`config.mk`:
```
export PLATFORM = sky130hd
export DESIGN_NAME = stream_find_and_replace
export DESIGN_NICKNAME = d
export VERILOG_FILES = /design/src/rtl/sfr_pkg.sv /design/src/rtl/stream_find_and_replace.sv /design/src/rtl/sfr_ctrl.sv /design/src/rtl/sfr_datapath.sv
export SDC_FILE = /design/constraint.sdc
export NUM_CORES = 1
export LEC_CHECK = 0
export BUFFER_PORTS_ARGS = -buffer_cell sky130_fd_sc_hd__buf_2
export CAP_MARGIN = 20
export CORE_MARGIN = 4
export CORE_UTILIZATION = 55
export CTS_CLUSTER_SIZE = 14
export DETAILED_ROUTE_END_ITERATION = 7
export PLACE_DENSITY_LB_ADDON = 0.1
export SETUP_SLACK_MARGIN = 0.4
export SYNTH_ARGS = -nofsm -noshare
export SYNTH_HDL_FRONTEND = slang
export SYNTH_HIERARCHICAL = 1
export SYNTH_SLANG_ARGS = --single-unit
```
`constraint.sdc`:
```
create_clock -name clk -period 7.1 [get_ports clk]
set_input_delay 1.42 -clock clk [delete_from_list [all_inputs] [get_ports clk]]
set_output_delay 1.42 -clock clk [all_outputs]
set_load 0.005 [all_outputs]
```
`src/rtl/sfr_pkg.sv`:
```
// Shared types and constants for the stream find-and-replace block.
package sfr_pkg;

    localparam int unsigned CFG_W    = 64;
    localparam int unsigned LEN_W    = 4;
    localparam int unsigned ADDR_W   = 2;
    localparam int unsigned BYTE_W   = 8;

    localparam logic [BYTE_W-1:0] NEWLINE_BYTE = 8'h0A;

    localparam logic [ADDR_W-1:0] REG_PATTERN_BYTES      = 2'd0;
    localparam logic [ADDR_W-1:0] REG_PATTERN_LENGTH     = 2'd1;
    localparam logic [ADDR_W-1:0] REG_REPLACEMENT_BYTES  = 2'd2;
    localparam logic [ADDR_W-1:0] REG_REPLACEMENT_LENGTH = 2'd3;

    // Commands from the controller to the datapath
    typedef struct packed {
        logic load_item;    // capture the accepted byte and its final flag
        logic set_newline;  // replace the working byte with the implied newline
        logic insert;       // append the working byte to the window
        logic pop;          // emit the oldest window byte and shift
        logic emit_rep;     // emit the next replacement byte
        logic rep_clear;    // restart the replacement counter
        logic clear_fill;   // empty the window after a match
        logic finish;       // hand the held byte to the output marked last
    } cmd_t;

    // Status from the datapath to the controller
    typedef struct packed {
        logic fill_ge_plen;
        logic fill_zero;
        logic match;
        logic rlen_zero;
        logic rep_last;
        logic byte_is_nl;
        logic fin;
        logic pend_valid;
        logic slot_free;    // an emit may proceed this cycle
    } status_t;

endpackage

```
`src/rtl/stream_find_and_replace.sv`:
```
// Top level of the stream find-and-replace block: configuration registers and wiring.
// Usage
//   Input stream s_axis_*: one text byte per transfer; tlast marks the final
//   byte of the stream, after which a newline is implied unless that byte is one.
//   Output stream m_axis_*: the rewritten text, one byte per transfer; tlast marks
//   the last byte produced by a given input byte (inputs that produce nothing give
//   no transfer at all).
//   Configuration: write cfg_wdata to register cfg_addr while cfg_we is high
//   (0 pattern bytes, 1 pattern length, 2 replacement bytes, 3 replacement
//   length). Write only while the block is idle.
// Sequence
//   One input byte at a time. Each byte steps through the controller states: drain
//   window bytes ahead of it, insert it, check for a match, emit any replacement
//   bytes, flush the window at a newline, then repeat for an implied newline.
//   One byte is held back to attach the end mark: it moves out at the edge that
//   produces the next one, and the last byte of an item when the item finishes.
// Reset and back-pressure
//   rst_n empties the window, idles the controller and output, and loads pattern
//   length 1 with everything else zero. While m_axis_tready is low the output byte holds,
//   emits behind a held byte wait; s_axis_tready stays low until the item is done.
module stream_find_and_replace #(
    parameter int unsigned MAX_PATTERN     = 8,
    parameter int unsigned MAX_REPLACEMENT = 8
) (
    input  logic                          clk,
    input  logic                          rst_n,
    // configuration write port
    input  logic                          cfg_we,
    input  logic [sfr_pkg::ADDR_W-1:0]    cfg_addr,
    input  logic [sfr_pkg::CFG_W-1:0]     cfg_wdata,
    // input stream
    input  logic                          s_axis_tvalid,
    output logic                          s_axis_tready,
    input  logic [7:0]                    s_axis_tdata,   // [7:0] in_byte
    input  logic                          s_axis_tlast,   // is_final
    // output stream
    output logic                          m_axis_tvalid,
    input  logic                          m_axis_tready,
    output logic [7:0]                    m_axis_tdata,   // [7:0] out_byte
    output logic                          m_axis_tlast    // run_end
);
    import sfr_pkg::*;

    localparam int unsigned FW = $clog2(MAX_PATTERN + 1);
    localparam int unsigned RW = $clog2(MAX_REPLACEMENT + 1);

    logic [CFG_W-1:0] pattern_bytes_reg,      pattern_bytes_next;
    logic [LEN_W-1:0] pattern_length_reg,     pattern_length_next;
    logic [CFG_W-1:0] replacement_bytes_reg,  replacement_bytes_next;
    logic [LEN_W-1:0] replacement_length_reg, replacement_length_next;

    logic [FW-1:0] plen;
    logic [RW-1:0] rlen;
    cmd_t          cmd;
    status_t       st;

    // Decode a configuration write; all four indexes name a register, so default is unused.
    always_comb
    begin
        pattern_bytes_next      = pattern_bytes_reg;
        pattern_length_next     = pattern_length_reg;
        replacement_bytes_next  = replacement_bytes_reg;
        replacement_length_next = replacement_length_reg;
        if (cfg_we)
        begin
            case (cfg_addr)
                REG_PATTERN_BYTES:      pattern_bytes_next      = cfg_wdata;
                REG_PATTERN_LENGTH:     pattern_length_next     = cfg_wdata[LEN_W-1:0];
                REG_REPLACEMENT_BYTES:  replacement_bytes_next  = cfg_wdata;
                REG_REPLACEMENT_LENGTH: replacement_length_next = cfg_wdata[LEN_W-1:0];
                default:                pattern_bytes_next      = pattern_bytes_reg;
            endcase
        end
    end

    always_ff @(posedge clk or negedge rst_n)
    begin
        if (!rst_n)
        begin
            pattern_bytes_reg      <= '0;
            pattern_length_reg     <= LEN_W'(1);
            replacement_bytes_reg  <= '0;
            replacement_length_reg <= '0;
        end
        else
        begin
            pattern_bytes_reg      <= pattern_bytes_next;
            pattern_length_reg     <= pattern_length_next;
            replacement_bytes_reg  <= replacement_bytes_next;
            replacement_length_reg <= replacement_length_next;
        end
    end

    // Effective lengths: a zero pattern length counts as one, both saturate.
    always_comb
    begin
        if (pattern_length_reg == '0)
        begin
            plen = FW'(1);
        end
        else if (pattern_length_reg > LEN_W'(MAX_PATTERN))
        begin
            plen = FW'(MAX_PATTERN);
        end
        else
        begin
            plen = FW'(pattern_length_reg);
        end

        if (replacement_length_reg > LEN_W'(MAX_REPLACEMENT))
        begin
            rlen = RW'(MAX_REPLACEMENT);
        end
        else
        begin
            rlen = RW'(replacement_length_reg);
        end
    end

    sfr_ctrl u_ctrl (
        .clk      (clk),
        .rst_n    (rst_n),
        .in_valid (s_axis_tvalid),
        .in_ready (s_axis_tready),
        .st       (st),
        .cmd      (cmd)
    );

    sfr_datapath #(
        .MAX_PATTERN     (MAX_PATTERN),
        .MAX_REPLACEMENT (MAX_REPLACEMENT),
        .FW              (FW),
        .RW              (RW)
    ) u_datapath (
        .clk               (clk),
        .rst_n             (rst_n),
        .in_byte           (s_axis_tdata),
        .in_final          (s_axis_tlast),
        .pattern_bytes     (pattern_bytes_reg),
        .plen              (plen),
        .replacement_bytes (replacement_bytes_reg),
        .rlen              (rlen),
        .cmd               (cmd),
        .st                (st),
        .out_valid         (m_axis_tvalid),
        .out_ready         (m_axis_tready),
        .out_byte          (m_axis_tdata),
        .out_last          (m_axis_tlast)
    );

endmodule

```
`src/rtl/sfr_ctrl.sv`:
```
// Controller state machine that sequences the window operations of one byte.
module sfr_ctrl (
    input  logic            clk,
    input  logic            rst_n,
    input  logic            in_valid,
    output logic            in_ready,
    input  sfr_pkg::status_t st,
    output sfr_pkg::cmd_t    cmd
);
    import sfr_pkg::*;

    localparam logic [2:0] ST_IDLE  = 3'd0;
    localparam logic [2:0] ST_PRE   = 3'd1;
    localparam logic [2:0] ST_CHECK = 3'd2;
    localparam logic [2:0] ST_REP   = 3'd3;
    localparam logic [2:0] ST_FLUSH = 3'd4;
    localparam logic [2:0] ST_FIN   = 3'd5;

    logic [2:0] state_reg;
    logic [2:0] state_next;

    assign in_ready = (state_reg == ST_IDLE);

    always_comb
    begin
        state_next = state_reg;
        cmd        = '0;
        case (state_reg)
            ST_IDLE:
            begin
                if (in_valid)
                begin
                    cmd.load_item = 1'b1;
                    state_next    = ST_PRE;
                end
            end
            ST_PRE:
            begin
                // drain down below the pattern length, then take the byte
                if (st.fill_ge_plen)
                begin
                    cmd.pop = st.slot_free;
                end
                else
                begin
                    cmd.insert = 1'b1;
                    state_next = ST_CHECK;
                end
            end
            ST_CHECK:
            begin
                if (st.match)
                begin
                    cmd.clear_fill = 1'b1;
                    cmd.rep_clear  = 1'b1;
                    state_next     = st.rlen_zero ? ST_FLUSH : ST_REP;
                end
                else if (st.fill_ge_plen)
                begin
                    if (st.slot_free)
                    begin
                        cmd.pop    = 1'b1;
                        state_next = ST_FLUSH;
                    end
                end
                else
                begin
                    state_next = ST_FLUSH;
                end
            end
            ST_REP:
            begin
                if (st.slot_free)
                begin
                    cmd.emit_rep = 1'b1;
                    if (st.rep_last)
                    begin
                        state_next = ST_FLUSH;
                    end
                end
            end
            ST_FLUSH:
            begin
                if (st.byte_is_nl && !st.fill_zero)
                begin
                    cmd.pop = st.slot_free;
                end
                else if (st.fin && !st.byte_is_nl)
                begin
                    cmd.set_newline = 1'b1;
                    state_next      = ST_PRE;
                end
                else
                begin
                    state_next = ST_FIN;
                end
            end
            ST_FIN:
            begin
                if (!st.pend_valid)
                begin
                    state_next = ST_IDLE;
                end
                else if (st.slot_free)
                begin
                    cmd.finish = 1'b1;
                    state_next = ST_IDLE;
                end
            end
            default:
            begin
                state_next = ST_IDLE;
            end
        endcase
    end

    always_ff @(posedge clk or negedge rst_n)
    begin
        if (!rst_n)
        begin
            state_reg <= ST_IDLE;
        end
        else
        begin
            state_reg <= state_next;
        end
    end

endmodule

```
`src/rtl/sfr_datapath.sv`:
```
// Datapath: match window, replacement counter, held byte and output register.
module sfr_datapath #(
    parameter int unsigned MAX_PATTERN     = 8,
    parameter int unsigned MAX_REPLACEMENT = 8,
    parameter int unsigned FW              = $clog2(MAX_PATTERN + 1),
    parameter int unsigned RW              = $clog2(MAX_REPLACEMENT + 1)
) (
    input  logic                            clk,
    input  logic                            rst_n,
    input  logic [sfr_pkg::BYTE_W-1:0]      in_byte,
    input  logic                            in_final,
    input  logic [sfr_pkg::CFG_W-1:0]       pattern_bytes,
    input  logic [FW-1:0]                   plen,
    input  logic [sfr_pkg::CFG_W-1:0]       replacement_bytes,
    input  logic [RW-1:0]                   rlen,
    input  sfr_pkg::cmd_t                   cmd,
    output sfr_pkg::status_t                st,
    output logic                            out_valid,
    input  logic                            out_ready,
    output logic [sfr_pkg::BYTE_W-1:0]      out_byte,
    output logic                            out_last
);
    import sfr_pkg::*;

    localparam int unsigned IDX_W = (MAX_PATTERN > 1) ? $clog2(MAX_PATTERN) : 1;

    logic [BYTE_W-1:0] win_reg  [MAX_PATTERN];
    logic [BYTE_W-1:0] win_next [MAX_PATTERN];
    logic [FW-1:0]     fill_reg, fill_next;
    logic [RW-1:0]     rep_idx_reg, rep_idx_next;
    logic [BYTE_W-1:0] cur_byte_reg, cur_byte_next;
    logic              fin_reg, fin_next;
    logic              pend_valid_reg, pend_valid_next;
    logic [BYTE_W-1:0] pend_byte_reg, pend_byte_next;
    logic              out_valid_reg, out_valid_next;
    logic [BYTE_W-1:0] out_byte_reg, out_byte_next;
    logic              out_last_reg, out_last_next;

    logic              lanes_ok;
    logic              out_free;
    logic              emit;
    logic [BYTE_W-1:0] emit_byte;

    always_comb
    begin
        lanes_ok = 1'b1;
        for (int i = 0; i < MAX_PATTERN; i++)
        begin
            if ((FW'(i) < plen) && (win_reg[i] != pattern_bytes[BYTE_W*i +: BYTE_W]))
            begin
                lanes_ok = 1'b0;
            end
        end
    end

    assign out_free  = !out_valid_reg || out_ready;
    assign emit      = cmd.pop || cmd.emit_rep;
    assign emit_byte = cmd.pop ? win_reg[0] : replacement_bytes[BYTE_W*rep_idx_reg +: BYTE_W];

    always_comb
    begin
        st.fill_ge_plen = (fill_reg >= plen);
        st.fill_zero    = (fill_reg == '0);
        st.match        = (fill_reg == plen) && lanes_ok;
        st.rlen_zero    = (rlen == '0);
        st.rep_last     = ((rep_idx_reg + RW'(1)) == rlen);
        st.byte_is_nl   = (cur_byte_reg == NEWLINE_BYTE);
        st.fin          = fin_reg;
        st.pend_valid   = pend_valid_reg;
        st.slot_free    = !pend_valid_reg || out_free;
    end

    always_comb
    begin
        win_next      = win_reg;
        fill_next     = fill_reg;
        rep_idx_next  = rep_idx_reg;
        cur_byte_next = cur_byte_reg;
        fin_next      = fin_reg;

        if (cmd.load_item)
        begin
            cur_byte_next = in_byte;
            fin_next      = in_final;
        end
        if (cmd.set_newline)
        begin
            cur_byte_next = NEWLINE_BYTE;
            fin_next      = 1'b0;
        end
        if (cmd.pop)
        begin
            for (int i = 0; i < MAX_PATTERN - 1; i++)
            begin
                win_next[i] = win_reg[i + 1];
            end
            fill_next = fill_reg - FW'(1);
        end
        if (cmd.insert)
        begin
            win_next[fill_reg[IDX_W-1:0]] = cur_byte_reg;
            fill_next = fill_reg + FW'(1);
        end
        if (cmd.clear_fill)
        begin
            fill_next = '0;
        end
        if (cmd.rep_clear)
        begin
            rep_idx_next = '0;
        end
        else if (cmd.emit_rep)
        begin
            rep_idx_next = rep_idx_reg + RW'(1);
        end
    end

    // One byte is held back so the last byte of an item can carry the end mark.
    always_comb
    begin
        pend_valid_next = pend_valid_reg;
        pend_byte_next  = pend_byte_reg;
        out_valid_next  = out_valid_reg && !out_ready;
        out_byte_next   = out_byte_reg;
        out_last_next   = out_last_reg;

        if (emit)
        begin
            if (pend_valid_reg)
            begin
                out_valid_next = 1'b1;
                out_byte_next  = pend_byte_reg;
                out_last_next  = 1'b0;
            end
            pend_valid_next = 1'b1;
            pend_byte_next  = emit_byte;
        end
        else if (cmd.finish)
        begin
            out_valid_next  = 1'b1;
            out_byte_next   = pend_byte_reg;
            out_last_next   = 1'b1;
            pend_valid_next = 1'b0;
        end
    end

    always_ff @(posedge clk or negedge rst_n)
    begin
        if (!rst_n)
        begin
            fill_reg       <= '0;
            pend_valid_reg <= 1'b0;
            out_valid_reg  <= 1'b0;
        end
        else
        begin
            fill_reg       <= fill_next;
            pend_valid_reg <= pend_valid_next;
            out_valid_reg  <= out_valid_next;
        end
    end

    always_ff @(posedge clk)
    begin
        win_reg       <= win_next;
        rep_idx_reg   <= rep_idx_next;
        cur_byte_reg  <= cur_byte_next;
        fin_reg       <= fin_next;
        pend_byte_reg <= pend_byte_next;
        out_byte_reg  <= out_byte_next;
        out_last_reg  <= out_last_next;
    end

    assign out_valid = out_valid_reg;
    assign out_byte  = out_byte_reg;
    assign out_last  = out_last_reg;

endmodule

```
==> flow_metrics.env <==
export IMPL_outcome="finished clean"
export IMPL_clk_latency_ns=0.52
export IMPL_drcViolationCount=0
export IMPL_finalPower_mw=5.626
export IMPL_via_per_inst=5.726
export IMPL_grt_overflow=0
export IMPL_hold_viol=0
export IMPL_setup_tns_ns=0
export IMPL_worst_slew_pin_slew_ns=1.106
export IMPL_rr_startpoint="pattern_bytes_reg[55]$_DFFE_PN0P_"
export IMPL_layout_commonest_cell="dfrtp_1"
export IMPL_synth_seq_area_share=0.5024
export IMPL_fin_nets=1045
export IMPL_cts_sinks=239
export IMPL_antenna_found_initial=0
export IMPL_yosys_warnings=6
export IMPL_drtPass1Iterations=5
export IMPL_path_max_fanout=69
export IMPL_die_height_um=152.4
export IMPL_num_vias=7129
export IMPL_period_share=0.5662
export IMPL_syn2layout_area_growth_pct=11.36
export IMPL_hp_start="u_datapath/pend_byte_reg[6]$_DFFE_PN_"
export IMPL_diodes=0
export IMPL_ir_drop_uv=229.8
export IMPL_critPathArrivalTime_ns=4.36
export IMPL_wl_um=27750
export IMPL_ys_types=52
export IMPL_post_drt_wl_per_cell_um=22.29
export IMPL_fmax_ghz=0.2488
export IMPL_finalWorstPathRequiredPeriod_ns=4.020
export IMPL_relSlewSlack=0.2628
export IMPL_numCtsBuffers=25
export IMPL_place_gp_congestion=0.8713
export IMPL_power_density_nw_per_um2=440.5
export IMPL_rsz0062_at_grt="false"
export IMPL_cts_tree="built"
export IMPL_synth_edf_count=25
export IMPL_power_leakage_nw=5.532
export IMPL_cts_root_buf="clkbuf_16"
export IMPL_fin_area_um2=12770
export IMPL_num_rows=52
export IMPL_layout_common_cells="144 x dfrtp_1, 120 x mux2_4, 91 x buf_2"
export IMPL_start_util=0.5632
export IMPL_cts_resized_gates=0
export IMPL_drtIter0Drc=524
export IMPL_clk_pin_slew_ns=0.06
export IMPL_end_kind="flip-flop"
export IMPL_placed_cell_area_um2=11940
export IMPL_io_pins=91
export IMPL_netlist_area_um2=11470
export IMPL_ys_async_sr_fraction=0.6067
export IMPL_syn_nets=969
export IMPL_start_kind="flip-flop"
export IMPL_cts_hold_buffers_added=0
export IMPL_antenna_left=0
export IMPL_avgSynthCellArea_um2=13.02
export IMPL_hold_class="flip-flop to flip-flop"
export IMPL_clock_skew_ns=0.01089
export IMPL_grt_use_total=0.2394
export IMPL_grt_start_max_net_pins=74
export IMPL_drv_cap=0
export IMPL_cp_required_ns=7.44
export IMPL_critPathLaunch="pattern_bytes_reg[55]$_DFFE_PN0P_"
export IMPL_hpwl_um=19920
export IMPL_grt_pass1_wl_um=44130
export IMPL_dieArea_um2=23230
export IMPL_finalSetupViolations=0
export IMPL_n_fill_cell=1589
export IMPL_htreeDepth=1
export IMPL_synthCells=881
export IMPL_clock_path_buffers=3
export IMPL_postCtsSetupRepairBufs=0
export IMPL_die_width_um=152.4
export IMPL_drive_above_1_share=0.3118
export IMPL_slew_violations=0
export IMPL_criticalPathCategory="flip-flop to flip-flop"
export IMPL_io_buffer_count=90
export IMPL_ys_ff_latch=239
export IMPL_grt_pass1_vias=7409
export IMPL_synth_ff_type="dfrtp_1"
export IMPL_core_region_area_um2=20360
[final timing paths]
check / to / slack [ns] / depth (start not counted)
min in group asynchronous: replacement_length_reg[3]$_DFFE_PN0P_ / 0.90 / 1
min reg2reg: u_datapath/out_byte[6]$_DFFE_PP_ / 0.42 / 0
max reg2reg: u_datapath/pend_byte_reg[5]$_DFFE_PN_ / 3.08 / 12
min: u_datapath/out_byte[6]$_DFFE_PP_ / 0.42 / 0
max in group asynchronous: pattern_bytes_reg[33]$_DFFE_PN0P_ / 4.78 / 2
max: u_datapath/pend_byte_reg[5]$_DFFE_PN_ / 3.08 / 12
[layer usage]
layer | GRT usage | vias to the layer above | wire length (um) | part of all wire
met3 | 0.04345 | 36 | 1452 | 0.052
li1 | - | 3283 | - | -
met4 | 0.04452 | 0 | 444 | 0.016
met1 | 0.3589 | 3627 | 13110 | 0.47
met5 | 0 | - | 0 | 0
met2 | 0.3709 | 183 | 12750 | 0.46
[power breakdown]
part,leakage [nW],switching (mW),internal (mW)
Sequential,2.53,0.548,1.90
Combinational,2.60,0.916,0.997
Clock,0.399,0.526,0.743
[kinds of logic (layout without fill, tap and decap cells)]
group	Yosys count	after routing	synth area share
flops	239	239	0.5024
mux	224	224	0.2671
simple gates	167	167	0.07201
compound gates	98	98	0.04779
xor+xnor	76	76	0.05804
buf+inv	69	163	0.04331
fa+ha+maj	8	8	0.009382
[synth_stat cells (2+ instances only)]
cell type | n | area share
buf_6 | 2 | 0.0020
a311oi_1 | 2 | 0.0015
clkbuf_1 | 24 | 0.0079
mux4_2 | 16 | 0.031
nand4_1 | 10 | 0.0055
buf_4 | 3 | 0.0020
nor4_1 | 16 | 0.0087
or3_1 | 2 | 0.0011
dfxtp_1 | 69 | 0.12
nand2_1 | 49 | 0.016
xor2_1 | 37 | 0.028
nand4b_1 | 3 | 0.0023
buf_1 | 4 | 0.0013
nor2b_1 | 10 | 0.0055
o21ai_0 | 49 | 0.021
a21o_1 | 2 | 0.0013
dfrtp_1 | 144 | 0.31
xnor2_1 | 39 | 0.030
a21oi_1 | 31 | 0.014
nand3b_1 | 4 | 0.0026
nor4b_1 | 2 | 0.0015
a211o_1 | 4 | 0.0031
ha_1 | 7 | 0.0076
edfxtp_1 | 25 | 0.065
nand2b_1 | 3 | 0.0016
inv_1 | 11 | 0.0036
mux2_4 | 120 | 0.16
nor3b_1 | 2 | 0.0013
nor2_1 | 48 | 0.016
nor3_1 | 8 | 0.0035
o211ai_1 | 2 | 0.0013
mux2i_1 | 72 | 0.063
nand3_1 | 4 | 0.0017
buf_12 | 12 | 0.021
buf_2 | 13 | 0.0057
mux2_2 | 16 | 0.016
[critical path: stages (launching register included)]
cell and delay [ns]:
dfrtp_1 0.39, xor2_1 0.17, nor4_1 0.62, a21oi_1 0.14, a21oi_1 0.15, a41oi_1 0.13, a211oi_1 0.53, nand4bb_1 0.25
o22a_1 0.20, nor2_4 0.04, buf_4 0.40, or2_2 0.51, o21ai_0 0.22
[cell type report]
class	count	area (um^2)	area share
clock inverter	10	76.32	0.005976
multi-input combinational	573	5224	0.4090
inverter	11	41.29	0.003233
sequential	239	5762	0.4512
tap	270	337.8	0.02645
clock buffer	35	723.2	0.05663
timing repair buffer	107	606.8	0.04752
[per-stage QoR]
step / hold WS [ns] / setup WS [ns] / utilization / std cells
2_1_floorplan: 0.4003 / 3.798 / - / 881
3_3_place_gp: 0.4168 / 3.411 / 0.5853 / 1196
3_5_place_dp: 0.4099 / 3.214 / 0.5863 / 1198
4_1_cts: 0.4280 / 3.207 / 0.6255 / 1243
5_1_grt: 0.4376 / 2.873 / 0.6271 / 1245
6_report: 0.4210 / 3.080 / 0.6271 / 1245
(Power assumes the default switching activity.)
